<file path="src/gtg_pkg.sv">
`timescale 1ns / 1ps
// ----------------------------------------------------------------------------
// gtg_pkg
// shared constants and types for the go-to-goal drive command pipeline
// ----------------------------------------------------------------------------
package gtg_pkg;

    localparam int TABLE_LEN = 24;

    // atan(2^-i) in binary angle units, 2^32 per turn
    localparam logic [31:0] ATAN_TABLE [TABLE_LEN] = '{
        32'h20000000, 32'h12E4051E, 32'h09FB385B, 32'h051111D4,
        32'h028B0D43, 32'h0145D7E1, 32'h00A2F61E, 32'h00517C55,
        32'h0028BE53, 32'h00145F2F, 32'h000A2F98, 32'h000517CC,
        32'h00028BE6, 32'h000145F3, 32'h0000A2FA, 32'h0000517D,
        32'h000028BE, 32'h0000145F, 32'h00000A30, 32'h00000518,
        32'h0000028C, 32'h00000146, 32'h000000A3, 32'h00000051
    };

    localparam logic [31:0] HALF_TURN    = 32'h80000000;
    localparam logic [31:0] ANG_ROUND    = 32'h00008000;
    localparam logic [15:0] INV_GAIN_Q16 = 16'd39797;
    localparam logic [15:0] ROUND_Q16    = 16'h8000;
    localparam logic [23:0] SPEED_MAX    = 24'hFFFFFF;

    localparam logic [23:0] ARRIVE_RST   = 24'd307;
    localparam logic [15:0] GAIN_RST     = 16'd50412;
    localparam logic [14:0] MAX_TURN_RST = 15'd5461;

    typedef enum logic [1:0] {
        REG_ARRIVE = 2'd0,
        REG_GAIN   = 2'd1,
        REG_MAXT   = 2'd2
    } t_reg_idx;

    typedef struct packed {
        logic en;
        logic vld;
    } t_pipe_ctl;

endpackage

</file>
<file path="src/gtg_cordic.sv">
`timescale 1ns / 1ps
// ----------------------------------------------------------------------------
// gtg_cordic
// pipelined cordic vectoring: half-turn pre-rotation then one stage per
// iteration, accumulating the angle on top of the incoming seed
// ----------------------------------------------------------------------------
module gtg_cordic
    import gtg_pkg::*;
#(
    parameter int POS_WIDTH = 24,
    parameter int STAGES    = 16
) (
    input  logic                      i_clk,
    input  logic                      i_rst_n,
    input  t_pipe_ctl                 i_ctl,
    input  logic signed [POS_WIDTH:0] i_dx,
    input  logic signed [POS_WIDTH:0] i_dy,
    input  logic [31:0]               i_ang,
    output logic                      o_vld,
    output logic signed [POS_WIDTH+3:0] o_x,
    output logic [31:0]               o_ang
);

    localparam int W = POS_WIDTH + 4;

    logic                r_vld [STAGES+1];
    logic signed [W-1:0] r_x   [STAGES+1];
    logic signed [W-1:0] r_y   [STAGES+1];
    logic [31:0]         r_ang [STAGES+1];

    logic signed [W-1:0] w_xe;
    logic signed [W-1:0] w_ye;

    assign w_xe = {{3{i_dx[POS_WIDTH]}}, i_dx};
    assign w_ye = {{3{i_dy[POS_WIDTH]}}, i_dy};

    always_ff @(posedge i_clk) begin
        if (!i_rst_n) begin
            r_vld[0] <= 1'b0;
        end else if (i_ctl.en) begin
            r_vld[0] <= i_ctl.vld;
        end
    end

    always_ff @(posedge i_clk) begin
        if (i_ctl.en) begin
            if (w_xe < 0) begin
                r_x[0]   <= -w_xe;
                r_y[0]   <= -w_ye;
                r_ang[0] <= i_ang + HALF_TURN;
            end else begin
                r_x[0]   <= w_xe;
                r_y[0]   <= w_ye;
                r_ang[0] <= i_ang;
            end
        end
    end

    for (genvar g = 0; g < STAGES; g++) begin : g_stage
        logic signed [W-1:0] w_xs;
        logic signed [W-1:0] w_ys;

        assign w_xs = r_x[g] >>> g;
        assign w_ys = r_y[g] >>> g;

        always_ff @(posedge i_clk) begin
            if (!i_rst_n) begin
                r_vld[g+1] <= 1'b0;
            end else if (i_ctl.en) begin
                r_vld[g+1] <= r_vld[g];
            end
        end

        always_ff @(posedge i_clk) begin
            if (i_ctl.en) begin
                if (r_y[g] > 0) begin
                    r_x[g+1]   <= r_x[g] + w_ys;
                    r_y[g+1]   <= r_y[g] - w_xs;
                    r_ang[g+1] <= r_ang[g] + ATAN_TABLE[g];
                end else begin
                    r_x[g+1]   <= r_x[g] - w_ys;
                    r_y[g+1]   <= r_y[g] + w_xs;
                    r_ang[g+1] <= r_ang[g] - ATAN_TABLE[g];
                end
            end
        end
    end

    assign o_vld = r_vld[STAGES];
    assign o_x   = r_x[STAGES];
    assign o_ang = r_ang[STAGES];

endmodule

</file>
<file path="config.mk">
export PLATFORM = sky130hd
export DESIGN_NAME = gtg_cordic
export DESIGN_NICKNAME = d
export VERILOG_FILES = /design/src/gtg_pkg.sv /design/src/gtg_cordic.sv
export SDC_FILE = /design/constraint.sdc
export NUM_CORES = 2
export LEC_CHECK = 0
export BUFFER_PORTS_ARGS = -buffer_cell sky130_fd_sc_hd__clkbuf_2
export CAP_MARGIN = 40
export CORE_MARGIN = 2
export CORE_UTILIZATION = 35
export DETAILED_ROUTE_END_ITERATION = 16
export GPL_ROUTABILITY_DRIVEN = 0
export PLACE_DENSITY_LB_ADDON = 0.12
export RECOVER_POWER = 50
export SYNTH_ARGS = -nofsm -noshare
export SYNTH_HDL_FRONTEND = slang
export SYNTH_SLANG_ARGS = --single-unit
</file>
<file path="constraint.sdc">
create_clock -name i_clk -period 9.8 [get_ports i_clk]
set_input_delay 0.49 -clock i_clk [delete_from_list [all_inputs] [get_ports i_clk]]
set_output_delay 0.49 -clock i_clk [all_outputs]
set_load 0.02 [all_outputs]
</file>
==> results by group <==
Clock network
  – Resized cells post-CTS: 0
  – CTS Buf Count: 186
  – Clock sink count: 1484
  – Clock buffer depth: 4
  – H-tree levels: 4
  – Post-CTS Setup Inserts: 0
  – Clock slew at reported path FFs: 0.06 ns
  – CTS tree: done
  – CTS Root Cell: clkbuf_16
  – Skew-Pair Late Insertion Delay: 0.88 ns

Synthesis
  – Ys async rst share: 0%
  – Syn Nets: 14000
  – Dominant cells by area after synthesis: edfxtp_1 (37%), ha_1 (14%), xnor2_1 (8.6%)
  – Post-synthesis sequential area ratio: 36.6%
  – Synthesized cell area: 122000 um2
  – EDFF count, synth: 1483
  – FF+latch count, synth: 1484
  – YS warnings: 0
  – Synth cell types: 107
  – Yosys top cell by area: edfxtp_1
  – Synth top area share: 36.6%
  – Main synth FF type: edfxtp_1
  – Mapped Cells: 12500
  – Syn Area/Cell: 9.73 um2

STA
  – Final setup violating endpoints: 0
  – Final Hold Fails: 0
  – Hold Slack: 0.0910 ns
  – Period utilization: 77.6%
  – Max-slew violation count: 1040
  – Unrepaired setup endpoints after global routing: false
  – Tightest Pin Transition: 3.66 ns
  – Min cycle time layout: 7.60 ns
  – Fmax: 0.132 GHz
  – Max_slew headroom: -144%
  – TNS Setup: 0 ns
  – Clk_skew: 0.0813 ns

Worst setup path
  – Reg2reg setup slack: 2.51 ns
  – WS Path Type: primary input to flip-flop
  – Worst Setup SP: i_ctl[1]
  – R2R cell count: 22
  – CP max FO: 86
  – Reg-to-reg critical path endpoint: r_x[3][25]$_DFFE_PP_
  – CP Capture Type: flip-flop
  – CP required: 10.40 ns
  – CP endpoint: r_y[11][27]$_DFFE_PP_
  – Worst R2R Start: r_y[2][2]$_DFFE_PP_
  – Crit path launch type: primary input
  – WP data arrival: 8.20 ns

GRT
  – Initial antenna violation count: 2
  – Largest net degree at the start of global routing: 155
  – First-pass GRT wire length: 518000 um
  – Number of global-route vias before repair: 92400
  – Grt total ovfl: 0
  – GRT Resource Usage Total: 18.0%

Detailed routing
  – Routed WL: 329000 um
  – Via count: 95100
  – DRT iter0 DRCs: 6865
  – Final ANT Viol Nets: 0
  – Vias per cell: 5.44
  – DRC: 0
  – Wire per inst: 18.8 um
  – Drt pass-1 iters: 5

Cells and area
  – Fin nets: 14200
  – Share of layout cells above drive strength 1: 4.62%
  – FILL cells: 33900
  – P&R area growth vs syn: 10.8%

Place
  – Port buffer count: 146
  – Post-DP HPWL: 259000 um

Floorplan
  – # rows: 216
  – Die Ht: 593 um
  – Core Footprint: 346000 um2
  – Die area: 352000 um2
  – Initial Utilization: 35.1%
  – IO Count: 147
  – Die Wd: 593 um

Min path
  – Hold Crit Class: primary input to flip-flop

Flow run
  – Max Cap Viol: 17

Outcome
  – Violated checks: capacitance limit, slew limit
  – Status: finished with violations
-- worst min-delay path by stage --
stage,startpoint,endpoint,slack [ns],cells past startpoint
finish,i_dx[1],r_x[0][1]$_DFFE_PP_,0.09,3
global route,i_ctl[1],r_y[2][27]$_DFFE_PP_,0.06,1
CTS,i_ctl[1],r_y[2][27]$_DFFE_PP_,0.02,1
detailed placement,r_ang[10][0]$_DFFE_PP_,r_ang[11][0]$_DFFE_PP_,0.40,0
global placement,r_ang[0][19]$_DFFE_PP_,r_ang[1][19]$_DFFE_PP_,0.40,0
floorplan,r_ang[10][0]$_DFFE_PP_,r_ang[11][0]$_DFFE_PP_,0.40,0
-- repair_timing --
item	CTS	global route
endpoints found under the hold margin	87	0
hold buffers	84	0
setup endpoints to repair	0	0
-- cell usage after synthesis (all sizes together) (64+ instances only) --
master,n
a31oi,115
or4,75
o21ai,789
nand4,93
a21o,586
nand3,231
nor3,265
and3,131
xor2,560
inv,565
ha,1335
nand2,718
clkbuf,195
or3,101
edfxtp,1483
a211oi,84
nor2b,168
xnor2,1189
o31ai,181
a21oi,1203
nand2b,190
nor4,93
o21bai,181
o41ai,90
o21a,177
o211ai,64
nor2,848
-- sequential cells by signal, summed over array words and instances (netlist names) --
name,flops
r_x,475
r_vld,17
r_ang,544
r_y,448
-- layout by cell type (no fill, tap or decap), drive strengths merged, types with 52 or more instances in the layout --
cell         instances
nand2b             190
a21o               586
o41ai               90
nor2               848
or3                101
a31oi              115
dlygate4sd3         84
xor2               560
nand2              718
nand4               93
o21bai             181
buf                 61
xnor2             1189
nand3              231
and3               131
a21boi              53
mux2i               52
a211oi              84
nor4                93
clkinv              78
clkbuf             380
o31ai              181
nor2b              168
o21ai              789
a21oi             1203
o21a               177
or4                 75
nor3               265
ha                1335
edfxtp            1483
inv                575
o211ai              64
and2                56
-- area by class of cell --
type / count / area (um2) / share of cell area, %
Multi-Input combinational cell: 10200 / 74100 / 55.0
Inverter: 569 / 2140 / 1.59
Tap cell: 4578 / 5730 / 4.25
Clock buffer: 212 / 4770 / 3.54
Antenna cell: 2 / 5.00 / 0.00372
Timing Repair Buffer: 316 / 2120 / 1.57
Clock inverter: 125 / 1290 / 0.957
Sequential cell: 1484 / 44600 / 33.1
-- kinds of logic (layout without fill, tap and decap cells) --
logic type / Yosys count / in the layout / share of synthesized area [%]
and+or+nand+nor: 3128 / 3128 / 12.7
AOI/OAI and AO/OA: 3877 / 3877 / 20.3
buffers and inverters: 798 / 1222 / 2.49
muxes: 76 / 76 / 0.650
DFF: 1484 / 1484 / 36.6
xor gates and xnor gates: 1749 / 1749 / 12.6
adders and majority gates: 1383 / 1383 / 14.5
other: 0 / 2 / 0
-- metrics by stage --
step / util, % / instance area [um2] / worst slack, ns / std cells
global placement: 37.0 / 128000 / 2.88 / 17100
global route: 38.9 / 135000 / 1.50 / 17500
CTS: 39.0 / 135000 / 2.77 / 17500
finish: 38.9 / 135000 / 2.20 / 17500
floorplan: - / 122000 / 4.12 / 12500
detailed placement: 37.0 / 128000 / 2.84 / 17100
-- layer usage --
| metal | vias up | global-route usage [%] | part of all wire [%] |
|---|---|---|---|
| met5 | - | 0 | 0 |
| met3 | 409 | 2.07 | 4.4 |
| met1 | 45400 | 25.5 | 49 |
| met2 | 2087 | 28.9 | 44 |
| li1 | 47200 | - | - |
| met4 | 0 | 4.61 | 2.5 |
-- critical path, cell delays in order --
cell,delay [ns]
buf_12,0.29
clkbuf_1,1.09
clkbuf_1,1.92
o21ai_2,0.32
o21ai_0,0.71
ha_1,0.36
a21o_1,0.16
a21o_1,0.22
a2111oi_2,0.47
o21ai_0,0.42
a21oi_1,0.45
o21ai_1,0.22
a311o_1,0.42
a221o_1,0.32
a21oi_1,0.18
xor2_1,0.09
Power is left out: the tool's default activity adds up to more than one toggle a clock period on the data nets, which glitch-free logic cannot reach.
